$ cat src/hw/rtl/pdf_pkg.sv
// Package for the palette damage fade block: item mode codes, limits and
// the step and divide helpers. Depends on nothing.
package pdf_pkg;

  localparam logic [2:0] MODE_COLOR    = 3'd0;
  localparam logic [2:0] MODE_FRAME    = 3'd1;
  localparam logic [2:0] MODE_PAIN_ADD = 3'd2;
  localparam logic [2:0] MODE_PAIN_CLR = 3'd3;
  localparam logic [2:0] MODE_FADE_SET = 3'd4;

  localparam logic [1:0] KIND_HOLD   = 2'd0;
  localparam logic [1:0] KIND_DEEPEN = 2'd1;

  localparam logic [6:0] STEP_FULL       = 7'd120;
  localparam logic [5:0] COMP_MAX        = 6'd63;
  localparam logic [3:0] PAIN_MAX        = 4'd10;
  localparam logic [3:0] FADE_DEEPEN_MAX = 4'd12;

  // Fade step for a pain level and a fade level, 0 to 120.
  function automatic logic [6:0] step_of(input logic [3:0] p, input logic [3:0] f);
    logic [8:0] ip;
    logic [8:0] ifd;
    logic [8:0] isum;
    begin
      ip   = (p != 4'd0) ? 9'd12 * 9'(p - 4'd1) : 9'd0;
      ifd  = (f != 4'd0) ? 9'd10 * 9'(f - 4'd1) : 9'd0;
      isum = ip + ifd;
      if (isum >= 9'(STEP_FULL)) begin
        step_of = 7'd0;
      end else begin
        step_of = STEP_FULL - isum[6:0];
      end
    end
  endfunction

  // Quotient of x by 120, saturated at 63. Below the saturation point the
  // value is divided by 8 with a shift and by 15 with a reciprocal multiply
  // by 4370 / 65536, which is exact for inputs under 960.
  function automatic logic [5:0] div120_sat(input logic [14:0] x);
    logic [9:0]  y;
    logic [22:0] acc;
    begin
      y   = x[12:3];
      acc = {1'b0, y, 12'b0} + {5'b0, y, 8'b0} + {9'b0, y, 4'b0} + {12'b0, y, 1'b0};
      if (x >= 15'd7680) begin
        div120_sat = COMP_MAX;
      end else begin
        div120_sat = acc[21:16];
      end
    end
  endfunction

endpackage

$ cat src/hw/rtl/palette_damage_fade.sv
// Palette damage fade: pain and fade level state plus the colour datapath.
// Depends on pdf_pkg.
//
// Usage: items arrive on the input channel (in_valid / in_stall) and each
// gives exactly one result on the output channel (out_valid / out_stall).
// A colour item returns the faded colour while fade is active and zero colour
// otherwise; the other modes update the pain and fade levels and return zero
// colour. fade_active and fade_step always report the state as it stood before
// the item. The result is registered when the item is accepted. One item is
// accepted every cycle while the input is not stalled; the fade step is kept
// in a register next to the levels, so the colour path is one 7x8 multiply,
// a constant reciprocal multiply and a clamp before the result register.
// The input side stalls only while a result is held and the receiver
// stalls, and a new item is taken in the same cycle the held one leaves.
// Reset clears both levels, so the block reports no fade until pain is
// added or a fade level is set, and drops any result not yet taken.
module palette_damage_fade (
  input  logic             clk,
  input  logic             rst,
  input  logic             in_valid,
  output logic             in_stall,
  input  logic [2:0]       mode,
  input  logic [7:0]       red_in,
  input  logic [7:0]       green_in,
  input  logic [7:0]       blue_in,
  input  logic signed [7:0] pain_amount,
  input  logic [1:0]       effect_kind,
  input  logic [3:0]       fade_value,
  output logic             out_valid,
  input  logic             out_stall,
  output logic [5:0]       red_out,
  output logic [5:0]       green_out,
  output logic [5:0]       blue_out,
  output logic             fade_active,
  output logic [6:0]       fade_step
);
  import pdf_pkg::*;

  logic [3:0] pain_level;
  logic [3:0] pain_level_next;
  logic [3:0] fade_level;
  logic [3:0] fade_level_next;
  logic       active;
  logic [6:0] step;
  logic       accept;

  logic signed [9:0] pain_sum;
  logic [14:0]       red_prod;
  logic [14:0]       green_prod;
  logic [14:0]       blue_prod;
  logic [5:0]        red_calc;
  logic [5:0]        red_val;
  logic [5:0]        green_val;
  logic [5:0]        blue_val;

  assign in_stall = out_valid && out_stall;
  assign accept   = in_valid && !in_stall;

  assign pain_sum = $signed({6'b0, pain_level}) + 10'(pain_amount);

  always_comb begin
    pain_level_next = pain_level;
    fade_level_next = fade_level;
    case (mode)
      MODE_FRAME: begin
        if (pain_level != 4'd0) begin
          pain_level_next = pain_level - 4'd1;
        end
        if (fade_level != 4'd0 && effect_kind != KIND_HOLD) begin
          if (effect_kind == KIND_DEEPEN) begin
            if (fade_level <= FADE_DEEPEN_MAX) begin
              fade_level_next = fade_level + 4'd1;
            end
          end else begin
            fade_level_next = fade_level - 4'd1;
          end
        end
      end
      MODE_PAIN_ADD: begin
        if (pain_sum < 10'sd1) begin
          pain_level_next = 4'd1;
        end else if (pain_sum > 10'sd10) begin
          pain_level_next = PAIN_MAX;
        end else begin
          pain_level_next = pain_sum[3:0];
        end
      end
      MODE_PAIN_CLR: begin
        pain_level_next = 4'd0;
      end
      MODE_FADE_SET: begin
        fade_level_next = fade_value;
      end
      default: begin
      end
    endcase
  end

  // Red is pulled toward 63: a source at or above 63 stays at 63, below it
  // the distance to 63 is scaled by step/120 (truncated) and taken off 63.
  assign red_prod   = {8'b0, step} * {9'b0, COMP_MAX - red_in[5:0]};
  assign green_prod = {8'b0, step} * {7'b0, green_in};
  assign blue_prod  = {8'b0, step} * {7'b0, blue_in};
  assign red_calc   = COMP_MAX - div120_sat(red_prod);
  assign red_val    = (red_in >= 8'(COMP_MAX)) ? COMP_MAX : red_calc;
  assign green_val  = div120_sat(green_prod);
  assign blue_val   = div120_sat(blue_prod);

  always_ff @(posedge clk) begin
    if (rst) begin
      pain_level <= 4'd0;
      fade_level <= 4'd0;
      active     <= 1'b0;
      step       <= 7'd0;
    end else if (accept) begin
      pain_level <= pain_level_next;
      fade_level <= fade_level_next;
      active     <= (pain_level_next != 4'd0) || (fade_level_next != 4'd0);
      step       <= ((pain_level_next != 4'd0) || (fade_level_next != 4'd0))
                    ? step_of(pain_level_next, fade_level_next) : 7'd0;
    end
  end

  always_ff @(posedge clk) begin
    if (rst) begin
      out_valid <= 1'b0;
    end else if (accept) begin
      out_valid <= 1'b1;
    end else if (!out_stall) begin
      out_valid <= 1'b0;
    end
  end

  always_ff @(posedge clk) begin
    if (accept) begin
      fade_active <= active;
      fade_step   <= step;
      if (mode == MODE_COLOR && active) begin
        red_out   <= red_val;
        green_out <= green_val;
        blue_out  <= blue_val;
      end else begin
        red_out   <= 6'd0;
        green_out <= 6'd0;
        blue_out  <= 6'd0;
      end
    end
  end

endmodule

$ cat config.mk
export PLATFORM = sky130hd
export DESIGN_NAME = palette_damage_fade
export DESIGN_NICKNAME = d
export VERILOG_FILES = /design/src/hw/rtl/pdf_pkg.sv /design/src/hw/rtl/palette_damage_fade.sv
export SDC_FILE = /design/constraint.sdc
export NUM_CORES = 1
export LEC_CHECK = 0
export BUFFER_PORTS_ARGS = -buffer_cell sky130_fd_sc_hd__buf_4
export CAP_MARGIN = 30
export CORE_UTILIZATION = 45
export DETAILED_ROUTE_END_ITERATION = 16
export SETUP_SLACK_MARGIN = 0.1
export SYNTH_ARGS = -nofsm -noshare
export SYNTH_HDL_FRONTEND = slang
export SYNTH_SLANG_ARGS = --single-unit
$ cat constraint.sdc
create_clock -name clk -period 10.25 [get_ports clk]
set_input_delay 1.5375 -clock clk [delete_from_list [all_inputs] [get_ports clk]]
set_output_delay 1.5375 -clock clk [all_outputs]
set_load 0.02 [all_outputs]
==> reports/qor_table.md <==
| Metric | This run |
|:---|:---|
| Fill cell total of the finished layout | 1882 |
| Area of the die | 20600 sq um |
| Capturing element type of the critical path | flop |
| Highest achievable clock rate | 131 MHz |
| Skew final | 0.0113 ns |
| Capture endpoint of the worst hold path | fade_active$_DFFE_PP_ |
| Number of buffers on the longest clock path | 2 |
| Clock network latency to the later pin of the worst-skew pair | 0.30 ns |
| Hold violation total from the final report | 0 |
| Share of the synthesized area in the top cell type | 23.4% |
| Net Count, Synth | 1325 |
| Number of global-route vias before repair | 6893 |
| RD Place Congestion | 0.837 |
| Total congestion overflow after global routing | 0 |
| Period minus WS final | 7.61 ns |
| Wire length reported by the detailed router | 18200 microns |
| Fin Setup TNS | 0 ns |
| Req. time, crit path | 10.28 ns |
| Share of layout cells above drive strength 1 | 10.2% |
| Count of distinct cell types in the synthesized netlist | 81 |
| Reg-to-reg critical path startpoint | step[4]$_SDFFE_PP0P_ |
| Post-synthesis cell area | 9030 sq um |
| Most Frequent Cell on Critical Path | sky130_fd_sc_hd__fa_1 |
| DR vias/cell | 5.13 |
| Synth top area cells | sky130_fd_sc_hd__ha_1, sky130_fd_sc_hd__fa_1, sky130_fd_sc_hd__edfxtp_1, sky130_fd_sc_hd__inv_1, sky130_fd_sc_hd__dfxtp_1 |
| Result of the run | complete, no violations |
| Drt wl/cell | 13.5 microns |
| Avg Inst Size Synth | 8.81 sq um |
| Worst slew margin relative to its limit | 35.3% |
| Clock transition at path regs | 0.07 ns |
| Share of synthesized flip-flops with an asynchronous set or reset | 0% |
| Path category of the worst min-delay check | flop to flop |
| Wire length of the first global-routing pass | 32000 microns |
| Power Dens Cells | 191 nW/um^2 |
| Total DRC errors in the routed layout | 0 |
| Leakage power summed over all cells | 0.00535 uW |
| Number of hold buffers added after cts | 0 |
| Vias after detailed routing | 6913 |
| Synth-to-layout area growth | 10.2% |
| Register bit total from synthesis | 41 |
| Largest stage delay on the critical path | 0.55 ns |
| Highest fanout seen on the critical path | 7 |
| End of the worst register-to-register path | red_out[5]$_SDFFCE_PN0P_ |
| Overall fraction of global-route tracks in use | 19.4% |
| Critical path data arrival time | 7.65 ns |
| Reported max-cap violation count | 0 |
| Synth warn | 0 |
| Pins over their slew limit | 0 |
| Die extent in y | 144 microns |
| Diode insertion count for antenna repair | 0 |
| Largest net degree at the start of global routing | 33 |
| Cell count of the worst reg-to-reg path | 26 |
| Net total in the final layout | 1381 |
| Slack of the worst reg-to-reg path | 3.05 ns |
| Deepest level of the CTS H-tree | 2 |
| Cell accounting for the most synthesized area | sky130_fd_sc_hd__ha_1 |
| Antenna violations before repair | 0 |
| Number of CTS-inserted buffers | 5 |
| Number of violations reported at the end of detailed-routing iteration 0 | 200 |
| Detailed Routing Iterations Pass 1 | 4 |
| Count of clock tree sinks | 41 |
| CORE AREA | 19600 sq um |
| Hold Startpoint | active$_SDFFE_PP0P_ |
| Unrepaired setup endpoints after global routing | no |
| Routed Antenna Nets | 0 |
| Share of synthesized area occupied by flip-flops and latches | 11.9% |
| Port Buffers | 71 |
| Worst hold path depth | 0 |
| Number of enable flip-flop cells after synthesis | 25 |
| Synthesized instance count | 1025 |
| Peak supply drop | 85.8 uV |
| Finished layout cell area | 9950 sq um |
| Number of placed I/O pins | 73 |
| Leading cell types in the layout, fill and taps excluded | sky130_fd_sc_hd__inv_1, sky130_fd_sc_hd__ha_1, sky130_fd_sc_hd__fa_1, sky130_fd_sc_hd__nand2_1, sky130_fd_sc_hd__buf_4 |
| TritonCTS clock tree | done |
| Part of the cycle the worst path needs | 74.3% |
| # resized after CTS | 0 |
| Starting density of the core | 46.1% |
| Worst setup path category | input pin to flop |
| Post-CTS setup buffer count | 0 |
| Count of final setup violators | 0 |
| Root cell of the clock tree | sky130_fd_sc_hd__clkbuf_16 |
| Worst Max-Slew Pin Slew | 0.969 ns |
| Slowest cell on crit path | sky130_fd_sc_hd__fa_1 |
| CP Launch Type | input pin |
| Flip-flop cell with the highest count after synthesis | sky130_fd_sc_hd__edfxtp_1 |
| Most common cell after layout, fill and taps aside | sky130_fd_sc_hd__inv_1 |
| Die width | 144 microns |
| Detailed-placement wirelength estimate | 15000 microns |
| Core Rows | 51 |
| Area post-placement | 9800 sq um |
-- cells in the mapped netlist (3+ instances only) --
cell type,instances
sky130_fd_sc_hd__inv_1,175
sky130_fd_sc_hd__ha_1,169
sky130_fd_sc_hd__fa_1,86
sky130_fd_sc_hd__nand2_1,84
sky130_fd_sc_hd__a21oi_1,50
sky130_fd_sc_hd__and2_1,46
sky130_fd_sc_hd__nor2_1,44
sky130_fd_sc_hd__xnor2_1,32
sky130_fd_sc_hd__nor2b_1,29
sky130_fd_sc_hd__edfxtp_1,25
sky130_fd_sc_hd__nand2b_1,24
sky130_fd_sc_hd__o21ai_0,22
sky130_fd_sc_hd__xor2_1,20
sky130_fd_sc_hd__a21o_1,17
sky130_fd_sc_hd__clkbuf_1,17
sky130_fd_sc_hd__dfxtp_1,16
sky130_fd_sc_hd__nor3_1,15
sky130_fd_sc_hd__o21ai_1,12
sky130_fd_sc_hd__a211oi_1,10
sky130_fd_sc_hd__o211ai_1,9
sky130_fd_sc_hd__o21a_1,9
sky130_fd_sc_hd__nand3_1,7
sky130_fd_sc_hd__nand4_1,6
sky130_fd_sc_hd__mux2i_1,5
sky130_fd_sc_hd__o21bai_1,5
sky130_fd_sc_hd__or2_2,5
sky130_fd_sc_hd__a211o_1,4
sky130_fd_sc_hd__a31oi_1,4
sky130_fd_sc_hd__a21boi_1,3
sky130_fd_sc_hd__a41o_1,3
sky130_fd_sc_hd__and4b_1,3
sky130_fd_sc_hd__buf_6,3
sky130_fd_sc_hd__nand4b_1,3
sky130_fd_sc_hd__o2111ai_1,3
-- flip-flops by register name (all words and copies together), names as in the netlist --
register / flops
fade_active: 1
green_out: 6
step: 6
blue_out: 6
pain_level: 4
fade_step: 6
out_valid: 1
active: 1
fade_level: 4
red_out: 6
-- how the worst max path moves through the flow --
stage / start / end / depth (start not counted) / slack [ns]
6_report: red_in[5] / red_out[5]$_SDFFCE_PN0P_ / 26 / 2.64
5_1_grt: red_in[5] / red_out[5]$_SDFFCE_PN0P_ / 26 / 2.22
4_1_cts: red_in[5] / red_out[5]$_SDFFCE_PN0P_ / 26 / 2.66
3_5_place_dp: red_in[5] / red_out[5]$_SDFFCE_PN0P_ / 26 / 2.35
3_3_place_gp: blue_in[3] / blue_out[3]$_SDFFCE_PN0P_ / 26 / 2.49
2_1_floorplan: blue_in[3] / blue_out[3]$_SDFFCE_PN0P_ / 25 / 2.90
-- per-stage QoR --
step | power [uW] | hold WS [ns] | cells | util, % | setup slack (ns)
after floorplan | 1400 | 0.423 | 1025 | - | 2.90
after global placement | 1730 | 0.473 | 1339 | 50.0 | 2.49
after detailed placement | 1740 | 0.462 | 1339 | 50.0 | 2.35
after CTS | 1930 | 0.486 | 1347 | 50.8 | 2.66
after global routing | 2190 | 0.509 | 1347 | 50.8 | 2.22
final | 1900 | 0.491 | 1347 | 50.8 | 2.64
-- cell type report --
type | count | area [sq um] | area share [%]
clock buffers | 7 | 154 | 1.55
clock inverters | 1 | 5.00 | 0.0503
inverters | 175 | 657 | 6.60
multi-input cells | 785 | 7190 | 72.2
flip-flops and latches | 41 | 1070 | 10.8
well taps | 265 | 332 | 3.33
repair buffers | 73 | 548 | 5.51
-- critical path: cells and delay by family --
family / cells / cell delay, ns
buffers and inverters: 4 / 0.38
AND/OR/NAND/NOR: 4 / 0.49
adder cells (fa/ha/maj): 6 / 2.72
XOR/XNOR: 1 / 0.29
AO/OA/AOI/OAI: 11 / 2.18
-- kinds of logic (layout without fill, tap and decap cells) --
| group | Yosys count | count (layout) | share of synthesized area (%) |
|---|---|---|---|
| mux | 5 | 5 | 0.554 |
| buf+inv | 199 | 256 | 8.63 |
| fa+ha+maj | 256 | 256 | 42.6 |
| simple gates | 287 | 287 | 16.9 |
| other cells | 1 | 1 | 0.0415 |
| xor+xnor | 53 | 53 | 5.22 |
| compound gates | 183 | 183 | 14.2 |
| flops | 41 | 41 | 11.9 |
-- power breakdown --
part / internal, uW / switching, uW / total, uW / leakage (uW)
Sequential: 199 / 59.4 / 258 / 0.000385
Combinational: 623 / 839 / 1460 / 0.00488
Clock: 105 / 74.9 / 180 / 0.0000790
Total: 927 / 973 / 1900 / 0.00535
-- per-layer routing --
layer / vias to the layer above / wire length [microns] / GRT usage [%]
li1: 3538 / - / -
met1: 3266 / 9120 / 26.4
met2: 95 / 8280 / 32.6
met3: 14 / 588 / 2.30
met4: 0 / 244 / 4.37
met5: - / 0 / 0
Power figures use the tool's default switching activity.
